--- src/hdl/sgsg_queue.sv ---
// Small register queue between the front and back parts.
module sgsg_queue #(
   parameter int WIDTH = 64,
   parameter int DEPTH = 2
) (
   input  logic             clock,
   input  logic             reset,
   input  logic             push,
   input  logic [WIDTH-1:0] push_data,
   output logic             full,
   output logic             pop_valid,
   output logic [WIDTH-1:0] pop_data,
   input  logic             pop
);

   localparam int PtrW = (DEPTH > 1) ? $clog2(DEPTH) : 1;
   localparam int CntW = $clog2(DEPTH + 1);

   logic [WIDTH-1:0] slot_ff [DEPTH];
   logic [PtrW-1:0]  wr_ptr_ff, wr_ptr_in;
   logic [PtrW-1:0]  rd_ptr_ff, rd_ptr_in;
   logic [CntW-1:0]  count_ff,  count_in;
   logic             do_push, do_pop;

   assign full      = (count_ff == CntW'(DEPTH));
   assign pop_valid = (count_ff != '0);
   assign pop_data  = slot_ff[rd_ptr_ff];
   assign do_push   = push && !full;
   assign do_pop    = pop && pop_valid;

   always_comb begin
      wr_ptr_in = wr_ptr_ff;
      rd_ptr_in = rd_ptr_ff;
      count_in  = count_ff;
      if (do_push) begin
         wr_ptr_in = (wr_ptr_ff == PtrW'(DEPTH - 1)) ? '0 : wr_ptr_ff + 1'b1;
      end
      if (do_pop) begin
         rd_ptr_in = (rd_ptr_ff == PtrW'(DEPTH - 1)) ? '0 : rd_ptr_ff + 1'b1;
      end
      if (do_push && !do_pop) begin
         count_in = count_ff + 1'b1;
      end else if (do_pop && !do_push) begin
         count_in = count_ff - 1'b1;
      end
   end

   always_ff @(posedge clock) begin
      if (reset) begin
         wr_ptr_ff <= '0;
         rd_ptr_ff <= '0;
         count_ff  <= '0;
      end else begin
         wr_ptr_ff <= wr_ptr_in;
         rd_ptr_ff <= rd_ptr_in;
         count_ff  <= count_in;
      end
   end

   always_ff @(posedge clock) begin
      if (do_push) begin
         slot_ff[wr_ptr_ff] <= push_data;
      end
   end

endmodule

--- config.mk ---
export PLATFORM = sky130hd
export DESIGN_NAME = sgsg_queue
export DESIGN_NICKNAME = d
export VERILOG_FILES = /design/src/hdl/sgsg_queue.sv
export SDC_FILE = /design/constraint.sdc
export NUM_CORES = 1
export LEC_CHECK = 0
export ABC_AREA = 1
export BUFFER_PORTS_ARGS = -buffer_cell sky130_fd_sc_hd__buf_4
export CAP_MARGIN = 10
export CORE_ASPECT_RATIO = 0.6
export CORE_MARGIN = 2
export CORE_UTILIZATION = 45
export CTS_BUF_LIST = sky130_fd_sc_hd__clkbuf_8 sky130_fd_sc_hd__clkbuf_16
export DETAILED_ROUTE_END_ITERATION = 7
export PLACE_DENSITY_LB_ADDON = 0.15
export SLEW_MARGIN = 30
export SYNTH_ARGS = -nofsm -noshare
export SYNTH_HDL_FRONTEND = slang
export SYNTH_SLANG_ARGS = --single-unit
--- constraint.sdc ---
create_clock -name clock -period 4.45 [get_ports clock]
set_input_delay 0.89 -clock clock [delete_from_list [all_inputs] [get_ports clock]]
set_output_delay 0.89 -clock clock [all_outputs]
set_load 0.02 [all_outputs]
==> flow_metrics.py <==
metrics = {
    "outcome": {
        "status": "finished, final reports clean",
    },
    "drt": {
        "top_layer_used": "met4",
        "wire_per_inst_um": 16.1,
        "antenna_left": 0,
        "drc": 0,
        "drt_iter0_drc": 106,
        "vias": 2535,
        "firstDrtPassIters": 4,
        "routed-wl-met3_um": 803,
        "routed_wl_um": 8730,
        "via_per_inst": 4.68,
        "wl_met1_um": 3940,
        "met2_length_um": 3890,
    },
    "timing": {
        "worstMarginPinSlew_ns": 0.952,
        "finalHoldViolations": 0,
        "slew-limit-headroom": 0.364,
        "period_share": 0.656,
        "rsz0062_at_grt": "false",
        "period_minus_slack_ns": 2.92,
        "setup_viol": 0,
        "skew_ns": 0.00989,
        "hold_slack_ns": 0.528,
        "max_freq_mhz": 342,
        "tns_ns": 0,
        "maxSlewViolCount": 0,
    },
    "worst_setup_path": {
        "crit_type": "reg -> out",
        "cp-end-kind": "primary output",
        "path_common_cell": "buf_4",
        "worst_path_largest_cell_delay_ns": 0.60,
        "path_cells": "buf_16 > buf_4 > mux2_4 > buf_4",
        "start_kind": "flip-flop",
        "ff2ff_setup_slack_ns": 2.49,
        "r2r-start": "count_ff[1]",
        "path_max_fanout": 34,
        "crit_arrival_ns": 2.03,
        "crit_slowest_cell": "dfxtp_4",
        "r2r_cells": 4,
        "cp_data_required_time_ns": 3.56,
        "cp-endpoint": "pop_data[12]",
        "reg2reg_to": "slot_ff[1][40]",
    },
    "floorplanning": {
        "ios": 134,
        "start_util": 0.459,
        "placementRows": 30,
        "die_w_um": 142,
        "core_um2": 11300,
        "fp.dieH_um": 87.0,
        "die_area_um2": 12400,
    },
    "grt": {
        "grt_pass1_vias": 2558,
        "grt_start_max_net_pins": 54,
        "grt_pass1_wl_um": 13000,
        "grt_overflow": 0,
        "gr-usage-all-layers": 0.146,
        "antenna_found_initial": 0,
    },
    "clock_network": {
        "postCtsSetupBuffers": 0,
        "htreeDepth": 4,
        "cts_tree": "built",
        "hold_buffers": 0,
        "cts_root_buffer": "clkbuf_16",
        "cts.repair.resized": 0,
        "path_clk_slew_ns": 0.06,
        "clock_latency_ns": 0.40,
        "clock_sinks": 133,
        "cts.path.max_buffers": 2,
        "numCtsBuffers": 17,
    },
    "power": {
        "pwr-share-comb": 0.262,
        "p_int_w": 0.00320,
        "seq_power_share": 0.383,
        "power.density_nw_per_um2": 621,
        "p_leak_nw": 2.77,
        "p_switching_w": 0.00113,
        "clkPwrFrac": 0.355,
        "vdd_drop_max_mv": 0.326,
        "totalPowerFinal_w": 0.00433,
        "p_sw_frac": 0.262,
    },
    "cells_and_area": {
        "mostFrequentLayoutCell": "buf_4",
        "insertedDiodeCount": 0,
        "fill_cells": 822,
        "nets": 455,
        "drive_gt1_frac": 0.590,
        "final_area_um2": 6970,
        "mostFrequentLayoutCells": "135 x buf_4, 128 x edfxtp_1, 60 x mux2_4",
        "syn_to_final_growth_pct": 35.0,
    },
    "synthesis": {
        "netlist_area_um2": 5160,
        "ys_seq_area_frac": 0.764,
        "syn-instance-count": 236,
        "synth_warnings": 0,
        "ys_seq_elements": 133,
        "synth_area_per_cell_um2": 21.9,
        "synth_fp_nets": 305,
        "netlist-cell-type-count": 15,
    },
    "placed_design": {
        "dp_hpwl_um": 5630,
        "placed_area_um2": 6290,
        "port_buffers": 133,
        "gp_congestion": 0.689,
    },
    "worst_hold_path": {
        "hold_path.class": "reg -> reg",
    },
    "job": {
        "drv_cap": 0,
    },
}
-- power by group through the flow --
stage | Combinational, W | Clock [W] | Sequential, W
2_1_floorplan | 0.000802 | 0 | 0.00166
3_3_place_gp | 0.00109 | 0 | 0.00172
3_5_place_dp | 0.00110 | 0 | 0.00173
4_1_cts | 0.00110 | 0.00157 | 0.00171
5_1_grt | 0.00121 | 0.00162 | 0.00168
6_report | 0.00114 | 0.00154 | 0.00166
-- layout make-up --
class | instances | area, µm² | area share
Tap cell | 144 | 180 | 0.0258
Multi-Input combinational cell | 88 | 1070 | 0.154
Clock buffer | 17 | 425 | 0.0610
Sequential cell | 133 | 3950 | 0.566
Inverter | 8 | 30.0 | 0.00431
Timing Repair Buffer | 138 | 1080 | 0.155
Clock inverter | 14 | 234 | 0.0336
-- how the worst min path moves through the flow --
stage	start	slack (ns)	cells past startpoint	end
3_5_place_dp	rd_ptr_ff	0.50	2	flip-flop
2_1_floorplan	rd_ptr_ff	0.46	2	flip-flop
4_1_cts	rd_ptr_ff	0.52	2	flip-flop
6_report	rd_ptr_ff	0.53	2	rd_ptr_ff
5_1_grt	rd_ptr_ff	0.57	2	rd_ptr_ff
3_3_place_gp	rd_ptr_ff	0.48	2	rd_ptr_ff
-- synthesized netlist by cell type, drive strengths merged --
cell type | count | area share
buf | 7 | 0.025
o21ai | 3 | 0.0036
nand3 | 2 | 0.0019
ha | 1 | 0.0024
nand4 | 1 | 0.0012
mux2 | 64 | 0.18
nand2 | 7 | 0.0051
dfxtp | 5 | 0.019
inv | 8 | 0.0058
a21oi | 2 | 0.0019
nor2 | 8 | 0.0058
edfxtp | 128 | 0.74
-- worst max-delay path: cells and delay by family, from the launching register on --
kind	cells	cell delay, ns
multiplexers	1	0.31
flip-flops	1	0.60
buffers and inverters	3	0.68
-- metal layers --
metal / global-route usage / vias up
met5: 0 / -
met4: 0.0666 / 0
met3: 0.0731 / 11
met2: 0.219 / 99
met1: 0.179 / 1206
li1: - / 1219
-- cell families after synthesis --
| family | share of synthesized area |
|---|---|
| mux | 0.183 |
| compound gates | 0.00557 |
| buf+inv | 0.0313 |
| simple gates | 0.0141 |
| flops | 0.764 |
| fa+ha+maj | 0.00242 |
-- metrics by stage --
stage               setup WS [ns]  std cells  utilization
floorplan                   0.332        236            -
global placement             1.73        510        0.558
detailed placement           1.73        510        0.558
CTS                          1.29        541        0.617
global route                 1.45        542        0.619
finish                       1.53        542        0.619
-- sequential cells by signal, indices dropped and copies added (netlist names), named ones only --
name,count
wr_ptr_ff,1
count_ff,2
slot_ff,128
rd_ptr_ff,1
Note: power is estimated with default switching activity, not from simulation.
