<file path="src/hdl/sgsg_pkg.sv">
// Shared types, codes and constants of the scaled glyph span generator.
package sgsg_pkg;

   // Default values of the top-level parameters
   localparam int FONT_CODES_DEF = 256;
   localparam int MAX_SCALE_DEF  = 4;
   localparam int ADDR_BITS_DEF  = 24;

   // Depth of the queue between the front and back parts
   localparam int QUEUE_DEPTH = 2;

   // Fixed field widths
   localparam int CODE_BITS   = 8;
   localparam int WORD_BITS   = 64;
   localparam int ROW_BITS    = 8;
   localparam int POS_BITS    = 12;
   localparam int COLOR_BITS  = 32;
   localparam int SCALE_BITS  = 3;
   localparam int STRIDE_BITS = 13;
   localparam int LINE_BITS   = 24;
   localparam int GLYPH_ROWS  = 16;
   // pos_y * stride + pos_x always fits in this many bits
   localparam int BASE_BITS   = 25;

   // Action codes of an input transaction
   localparam logic ACT_LOAD = 1'b0;
   localparam logic ACT_DRAW = 1'b1;

   // Configuration register indexes
   localparam logic CSR_SCREEN_WIDTH = 1'b0;
   localparam logic CSR_MAX_CODE     = 1'b1;

   // Configuration reset values
   localparam logic [STRIDE_BITS-1:0] SCREEN_WIDTH_RST = 13'd1024;
   localparam logic [CODE_BITS-1:0]   MAX_CODE_RST     = 8'd127;

   // Classified command handed from front to back
   typedef struct packed {
      logic                  is_load;
      logic                  black;
      logic [CODE_BITS-1:0]  code;
      logic                  half;
      logic [WORD_BITS-1:0]  word;
      logic [COLOR_BITS-1:0] color;
      logic [SCALE_BITS-1:0] scale;
   } cmd_type;

   // Back part sequencer states
   typedef enum logic [1:0] {
      BK_IDLE,
      BK_RD_LO,
      BK_RD_HI,
      BK_SPAN
   } back_state_type;

endpackage

</file>
<file path="src/hdl/sgsg_front.sv">
// Front part: classifies input transactions and works out the cell base offset.
module sgsg_front
   import sgsg_pkg::*;
#(
   parameter int FONT_CODES = FONT_CODES_DEF,
   parameter int MAX_SCALE  = MAX_SCALE_DEF,
   parameter int ADDR_BITS  = ADDR_BITS_DEF
) (
   input  logic                   req_valid,
   input  logic                   req_action,
   input  logic [CODE_BITS-1:0]   req_char_code,
   input  logic                   req_word_half,
   input  logic [WORD_BITS-1:0]   req_font_word,
   input  logic [POS_BITS-1:0]    req_pos_x,
   input  logic [POS_BITS-1:0]    req_pos_y,
   input  logic [COLOR_BITS-1:0]  req_fg_color,
   input  logic [SCALE_BITS-1:0]  req_scale,
   input  logic                   queue_full,
   input  logic [STRIDE_BITS-1:0] screen_width,
   input  logic [CODE_BITS-1:0]   max_code,
   output logic                   push,
   output cmd_type                cmd,
   output logic [ADDR_BITS-1:0]   base_addr
);

   logic                  out_of_font;
   logic [SCALE_BITS-1:0] scale_sat;
   logic [BASE_BITS-1:0]  base_full;

   assign out_of_font = ({1'b0, req_char_code} >= (CODE_BITS + 1)'(FONT_CODES));

   always_comb begin
      scale_sat = req_scale;
      if (req_scale == '0) begin
         scale_sat = SCALE_BITS'(1);
      end else if (req_scale > SCALE_BITS'(MAX_SCALE)) begin
         scale_sat = SCALE_BITS'(MAX_SCALE);
      end
   end

   assign base_full = BASE_BITS'(req_pos_y) * BASE_BITS'(screen_width)
                      + BASE_BITS'(req_pos_x);
   assign base_addr = ADDR_BITS'(base_full);

   always_comb begin
      cmd.is_load = (req_action == ACT_LOAD);
      cmd.black   = (req_char_code > max_code) || out_of_font;
      cmd.code    = req_char_code;
      cmd.half    = req_word_half;
      cmd.word    = req_font_word;
      cmd.color   = req_fg_color;
      cmd.scale   = scale_sat;
   end

   // drop loads outside the font: they leave no trace
   assign push = req_valid && !queue_full && !(cmd.is_load && out_of_font);

endmodule

</file>
<file path="config.mk">
export PLATFORM = sky130hd
export DESIGN_NAME = sgsg_front
export DESIGN_NICKNAME = d
export VERILOG_FILES = /design/src/hdl/sgsg_pkg.sv /design/src/hdl/sgsg_front.sv
export SDC_FILE = /design/constraint.sdc
export NUM_CORES = 1
export LEC_CHECK = 0
export BUFFER_PORTS_ARGS = -buffer_cell sky130_fd_sc_hd__buf_2
export CORE_MARGIN = 10
export CORE_UTILIZATION = 45
export DETAILED_ROUTE_END_ITERATION = 16
export PLACE_DENSITY_LB_ADDON = 0.3
export SYNTH_ARGS = -nofsm -noshare
export SYNTH_HDL_FRONTEND = slang
export SYNTH_SLANG_ARGS = --single-unit
</file>
<file path="constraint.sdc">
create_clock -name vclk -period 5.8
set_input_delay 0.29 -clock vclk [all_inputs]
set_output_delay 0.29 -clock vclk [all_outputs]
set_load 0.1 [all_outputs]
</file>
==> results of run 1 <==
## cell usage in the layout (no fill, tap or decap), types with 3 or more instances in the layout
| master | count |
|---|---|
| and2_1 | 82 |
| xnor2_2 | 8 |
| xnor2_1 | 7 |
| inv_1 | 198 |
| o21ai_0 | 5 |
| ha_1 | 75 |
| o21a_1 | 3 |
| xor2_1 | 6 |
| a21oi_1 | 14 |
| nor2b_1 | 4 |
| a21oi_2 | 6 |
| nor2_1 | 7 |
| buf_4 | 30 |
| buf_2 | 83 |
| nand3_1 | 6 |
| clkbuf_4 | 4 |
| buf_12 | 11 |
| nand2_1 | 81 |
| a21o_1 | 12 |
| fa_1 | 120 |
## repair_timing
action,4_1_cts,5_1_grt
setup endpoints to repair,3,6
hold buffers,0,0
buffers inserted,1,0
gates resized for setup,1,14
pin swaps,0,4
## cell type report
type                            instances  area [um2]
Fill cell                            1400        7158
Inverter                              198       743.2
Multi-Input combinational cell        463        5025
Tap cell                              180       225.2
Timing Repair Buffer                  128       890.9
## Yosys cell counts (2+ instances only)
library cell / n
clkbuf_1: 26
o31a_1: 2
o211ai_1: 2
nand2_1: 81
inv_1: 198
xor2_1: 9
ha_1: 76
nor2_1: 7
o21ai_0: 6
a21oi_1: 18
nor3_1: 3
nor2b_1: 4
fa_1: 120
a21oi_2: 2
a211oi_1: 2
nand3_1: 6
buf_4: 105
and2_1: 82
nand2b_1: 2
o21a_1: 3
xnor2_1: 15
a21o_1: 12
## worst max-delay path, cell delays in order
cell      delay, ps
buf_2           120
buf_4           160
buf_4           150
and2_1          150
fa_1            510
inv_1            60
fa_1            540
inv_1            50
fa_1            460
fa_1            500
inv_1            50
fa_1            480
inv_1            50
ha_1            370
nand2_1         100
nor2_1           40
a211oi_1        280
o21bai_1        130
a21oi_2         230
a311o_1         240
xnor2_2         140
buf_12          200
## stage by stage
step / worst slack (ps) / TNS (ps) / util (%) / area, um2 / hold slack, ps
after floorplan: -59.64 / -79.87 / - / 6605 / 791.5
after detailed placement: -24.96 / -24.96 / 48.55 / 6818 / 580.7
after global routing: 2.469 / 0 / 49.02 / 6884 / 580.1
after CTS: 65.28 / 0 / 48.61 / 6825 / 580.7
after global placement: 18.38 / 0 / 48.55 / 6818 / 580.7
final: 209.3 / 0 / 49.02 / 6884 / 580.0
## routing by layer
metal	global-route usage [%]	share of wire, %	up-vias
met5	0	0	-
met4	0.7065	0.41	0
met3	5.105	9.1	8
met2	24.83	49	157
met1	17.88	42	2293
li1	-	-	2204
## cell families (layout without fill, tap and decap cells)
kind of cell,after synthesis,after routing,share of synthesized area (%)
XOR/XNOR,24,24,3.228
adder cells (fa/ha/maj),196,196,51.50
buffers and inverters,329,326,25.02
AND/OR/NAND/NOR,185,185,14.22
AO/OA/AOI/OAI,58,58,6.034
## path summary, 6_finish.rpt
check / cells past startpoint / end / slack (ps) / start
max: 22 / base_addr[21] / 210 / screen_width[8]
min: 0 / cmd[21] / 580 / req_fg_color[18]
==> impl_metrics.csv, run 1 <==
group,metric,value,unit
floorplanning,ios,291,
synthesis,syn_avg_cell_area,8.221,um2
detailed_routing,detail_route.wl_per_cell,15.00,um
setup_path,worstPathArrival,5300,ps
setup_path,worst-path-max-fanout,5,
floorplanning,die_y,140.3,um
global_routing,grt_pass1_vias,4956,
sta,finalHoldViolations,0,
detailed_routing,dr.pass1.iters,4,
flow_run,cap_violations,0,
sta,fin_crit_sh,96.39,%
cells_and_area,seq_cells,0,
cells_and_area,area_growth,5.726,%
synthesis,syn_nets,1144,
synthesis,synth_cells,792,
detailed_routing,viasPerCell,4.811,
sta,tightest_slew,501.3,ps
global_routing,antenna_found_initial,0,
outcome,status,"completed",
global_routing,track_usage,14.48,%
floorplanning,die_width,140.3,um
synthesis,netlist_area,6511,um2
sta,fmax,178.9,MHz
global_routing,grt_max_degree,14,
synthesis,ys_types,33,
sta,max_slew_margin,66.81,%
cells_and_area,fin_nets,1143,
place,gp_congestion,0.8595,
setup_path,startpoint_type,"primary input",
cells_and_area,n_antenna_cell,0,
setup_path,crit_type,"in2out",
setup_path,required,5510,ps
floorplanning,initial_core_util,46.37,%
place,place_hpwl,12.93,mm
floorplanning,rows,43,
floorplanning,die-area,19680,um2
setup_path,endpoint_kind,"primary output",
sta,finalMaxSlewViolations,0,
synthesis,yosys.area.top_type_share,36.89,%
sta,rsz0062_at_grt,"no",
cells_and_area,drive_above_1_share,19.26,%
place,port_buffers,97,
synthesis,synth_area_leader_cell,"fa_1",
min_path,hp-class,"in2out",
floorplanning,core-area,14040,um2
detailed_routing,via_count,4662,
cells_and_area,layout.cells.non_filler,969,
global_routing,gr-total-overflow,0,
synthesis,ys_seq_area_share,0,%
synthesis,synth_warnings,0,
sta,final.min_clock_period,5591,ps
cells_and_area,clock_buffers,0,
cells_and_area,seq_area,0,um2
detailed_routing,drc,0,
place,place_inst,968,
global_routing,grt_pass1_wl,24.14,mm
synthesis,synth_area_leaders,"fa_1 (37%), ha_1 (15%), buf_4 (12%)",
sta,setup_viol,0,
detailed_routing,wl,14.54,mm
detailed_routing,drt_iter0_drc,193,
detailed_routing,ant_nets,0,
Power of run 1 is not shown: default switching activity piles up to over one toggle a cycle in this logic, so the estimate is an artifact.
==> run 2: changes to the inputs <==
==> constraint.sdc (replaced) <==
create_clock -name vclk -period 4.63
set_input_delay 0.2315 -clock vclk [all_inputs]
set_output_delay 0.2315 -clock vclk [all_outputs]
set_load 0.1 [all_outputs]
==> run 2 against run 1 <==
- utilization rose by 9.7 points
- setup slack got worse by 770 ps
- design area rose by 20%
- die area did not move
- the run now ends with setup timing left
- sequential share of layout area did not move
- worst hold slack got worse by 120 ps
- final cell count rose by 6.9%
- routed wire length rose by 4.1%
==> impl_metrics.csv, run 2 (same netlist as run 1, synthesis figures left out) <==
group,metric,value,unit
cells_and_area,drive_above_1_share,34.93,%
cells_and_area,area_growth,26.73,%
detailed_routing,dr.pass1.iters,4,
sta,setup_tns,-4998,ps
cells_and_area,seq_cells,0,
global_routing,gr-total-overflow,0,
global_routing,grt_max_degree,13,
detailed_routing,drt_iter0_drc,170,
sta,fmax,192.7,MHz
sta,hold_ws,463.0,ps
sta,tightest_slew,501.5,ps
setup_path,worst-path-max-fanout,7,
detailed_routing,wl,15.14,mm
cells_and_area,layout_common_cells,"inv_1 (180), fa_1 (116), buf_4 (89), nand2_1 (77), ha_1 (62)",
detailed_routing,ant_nets,0,
setup_path,required,4400,ps
setup_path,endpoint_kind,"primary output",
clocking,hold_buffers,0,
place,dpl_cell_area,7719,um2
global_routing,grt_pass1_vias,5580,
sta,rsz0062_at_grt,"yes",
outcome,status,"finished with violations",
sta,worst_slack,-559.7,ps
global_routing,antenna_found_initial,0,
floorplanning,core-area,14040,um2
floorplanning,die_y,140.3,um
outcome,violations,"setup timing",
global_routing,track_usage,15.84,%
floorplanning,initial_core_util,46.37,%
detailed_routing,detail_route.wl_per_cell,14.61,um
sta,finalMaxSlewViolations,0,
cells_and_area,clock_buffers,0,
floorplanning,die_width,140.3,um
sta,final.min_clock_period,5190,ps
global_routing,grt_pass1_wl,26.48,mm
sta,finalHoldViolations,0,
place,place_hpwl,13.29,mm
min_path,hp-class,"in2out",
detailed_routing,via_count,4931,
cells_and_area,design_area,8252,um2
cells_and_area,seq_area,0,um2
setup_path,startpoint_type,"primary input",
detailed_routing,drc,0,
flow_run,cap_violations,0,
sta,setup_viol,15,
cells_and_area,n_antenna_cell,0,
sta,fin_crit_sh,112.1,%
floorplanning,die-area,19680,um2
cells_and_area,layout_commonest_cell,"inv_1",
cells_and_area,fin_nets,1210,
floorplanning,rows,43,
cells_and_area,fill_cells,1233,
place,port_buffers,97,
setup_path,crit_type,"in2out",
detailed_routing,viasPerCell,4.760,
setup_path,worstPathArrival,4960,ps
floorplanning,ios,291,
place,gp_congestion,0.9327,
sta,max_slew_margin,66.80,%
## run 2: cell count changes in the layout (fill, tap and decap cells not counted), moves of 5 or more
cell	previous run	this run
buf_4	30	89
buf_6	0	27
buf_2	83	57
and2_1	82	61
and2_4	0	21
inv_1	198	180
inv_2	0	18
ha_1	75	62
ha_4	1	14
buf_12	11	21
xnor2_4	0	7
xor2_1	6	1
xor2_4	1	6
## run 2: what timing repair did
item,in CTS,in global routing
buffers inserted,10,3
resized for setup,75,43
endpoints found under the setup margin,15,16
pin swaps,65,27
## run 2: worst paths after layout
check,cells after the start,slack (ps),start,end
max,20,-560,screen_width[8],base_addr[21]
min,0,460,req_fg_color[18],cmd[21]
## run 2: metal layers
layer	track usage [%]	vias up	wire length (um)
met2	28.99	143	7970
met4	2.446	0	258
met1	18.89	2438	5930
met5	0	-	0
met3	3.144	14	978
li1	-	2336	-
## run 2: final cells by class
| type | instances | area (um2) | share of cell area, % |
|---|---|---|---|
| inverters | 198 | 743.2 | 9.007 |
| multi-input cells | 463 | 5590 | 67.75 |
| repair buffers | 195 | 1693 | 20.52 |
| well taps | 180 | 225.2 | 2.729 |
## run 2: metrics by stage
step           utilization, %  setup WS, ps  std cells
3_5_place_dp            54.97        -687.3       1025
5_1_grt                 58.76        -737.0       1036
2_1_floorplan               -        -637.3        792
4_1_cts                 57.40        -617.4       1034
3_3_place_gp            54.97        -657.4       1025
6_report                58.76        -559.7       1036
## run 2: worst max-delay path, cell delays in order
cell and delay [ps]:
buf_12 110, and2_4 150, fa_1 550, inv_2 40, fa_1 510, inv_2 50, fa_1 470, inv_1 50
fa_1 470, fa_1 520, inv_2 50, ha_4 270, buf_6 90, o21a_1 110, o211ai_1 120, o21ai_4 230
nand3_2 150, a311o_1 400, xnor2_4 180, buf_12 190
Power of run 2 is left out for the same reason.
==> run 3: changes to the inputs <==
--- a/config.mk
+++ b/config.mk
@@ -7,7 +7,7 @@
 export LEC_CHECK = 0
 export BUFFER_PORTS_ARGS = -buffer_cell sky130_fd_sc_hd__buf_2
 export CORE_MARGIN = 10
-export CORE_UTILIZATION = 45
+export CORE_UTILIZATION = 40
 export DETAILED_ROUTE_END_ITERATION = 16
 export PLACE_DENSITY_LB_ADDON = 0.3
 export SYNTH_ARGS = -nofsm -noshare
==> run 3 against run 2 <==
- the flow still finishes with violations (setup timing)
- critical path depth is 1 lower
- design area is 0.29% higher
- clock-buffer cell count stayed put
- worst hold slack hardly changed
- global-route usage is 1.5 points lower
- routed wire length is 0.34% lower
- die area is 11% higher
- final cell count is 3.7% higher
- sequential cell count stayed put
- utilization is 6.9 points lower
- fmax is 0.26% lower
- non-clock buffer count is 2 higher
- critical endpoint is now base_addr[20]
==> impl_metrics.csv, run 3 (same netlist as run 1, synthesis figures left out) <==
group,metric,value,unit
floorplanning,initial_core_util,40.84,%
cells_and_area,seq_cells,0,
cells_and_area,fill_cells,1549,
outcome,violations,"setup timing",
setup_path,startpoint_type,"primary input",
global_routing,track_usage,14.34,%
cells_and_area,layout_commonest_cell,"inv_1",
floorplanning,die_y,147.6,um
sta,tightest_slew,477.3,ps
place,gp_congestion,0.9042,
floorplanning,die_width,147.6,um
outcome,status,"finished with violations",
cells_and_area,clock_buffers,0,
detailed_routing,viasPerCell,4.573,
setup_path,required,4400,ps
place,place_ws,-725.8,ps
sta,setup_viol,13,
sta,max_slew_margin,67.95,%
global_routing,antenna_found_initial,0,
sta,finalHoldViolations,0,
setup_path,crit_type,"in2out",
cells_and_area,fin_nets,1212,
sta,fin_crit_sh,112.4,%
cells_and_area,drive_above_1_share,35.20,%
setup_path,worst-path-max-fanout,5,
detailed_routing,wl,15.09,mm
sta,setup_tns,-4956,ps
detailed_routing,drt_iter0_drc,172,
setup_path,endpoint_kind,"primary output",
flow_run,cap_violations,0,
sta,fmax,192.2,MHz
cells_and_area,area_growth,27.09,%
global_routing,grt_max_degree,12,
sta,worst_slack,-573.3,ps
cells_and_area,n_antenna_cell,0,
place,port_buffers,97,
sta,hold_ws,463.0,ps
cells_and_area,layout_common_cells,"inv_1 (182), fa_1 (114), buf_4 (96), nand2_1 (77), ha_1 (63)",
detailed_routing,detail_route.wl_per_cell,14.05,um
place,place_hpwl,13.38,mm
global_routing,gr-total-overflow,0,
floorplanning,core-area,15940,um2
detailed_routing,ant_nets,0,
global_routing,grt_pass1_vias,5681,
global_routing,grt_pass1_wl,26.48,mm
sta,rsz0062_at_grt,"yes",
cells_and_area,seq_area,0,um2
sta,final.min_clock_period,5203,ps
sta,finalMaxSlewViolations,0,
detailed_routing,via_count,4911,
setup_path,worstPathArrival,4970,ps
floorplanning,ios,291,
clocking,hold_buffers,0,
min_path,hp-class,"in2out",
detailed_routing,dr.pass1.iters,4,
floorplanning,die-area,21780,um2
detailed_routing,drc,0,
floorplanning,rows,46,
[run 3: cell type report]
type / instances / area, um2 / area share, %
multi-input combinational: 463 / 5560 / 67.19
timing repair buffer: 197 / 1702 / 20.56
inverter: 198 / 743.2 / 8.981
tap: 216 / 270.3 / 3.266
[run 3: per-layer routing]
metal	share of wire, %	up-vias	track usage [%]
li1	-	2345	-
met1	40	2458	16.42
met2	55	96	28.09
met3	4.2	12	1.832
met4	1.3	0	1.883
met5	0	-	0
[run 3: critical path, stage by stage]
cell and delay (ps):
buf_12 110, and2_4 150, fa_1 550, inv_2 50, fa_1 490, inv_1 50
fa_1 470, inv_1 50, fa_2 530, fa_1 440, inv_2 90, ha_4 220
a21oi_4 160, o21ai_4 90, o31a_1 340, a221o_1 400, a21oi_4 200, xnor2_4 150
buf_12 190
[run 3: stage by stage]
step                utilization, %  std cells  instance area, um2
finish                       51.91       1074                8275
global route                 51.91       1074                8275
CTS                          50.74       1071                8089
detailed placement           49.09       1066                7826
global placement             49.09       1066                7826
floorplan                        -        792                7061
[run 3: final timing paths]
path | start | to | slack (ps) | cells past startpoint
min | req_fg_color[18] | cmd[21] | 460 | 0
max | req_pos_y[0] | base_addr[20] | -570 | 19
[run 3: repair_timing]
item | in CTS | in global routing
endpoints found under the setup margin | 16 | 16
cloned | 0 | 1
gates resized for setup | 62 | 41
pin swaps | 53 | 31
buffers inserted | 6 | 2
Power of run 3 is left out for the same reason.
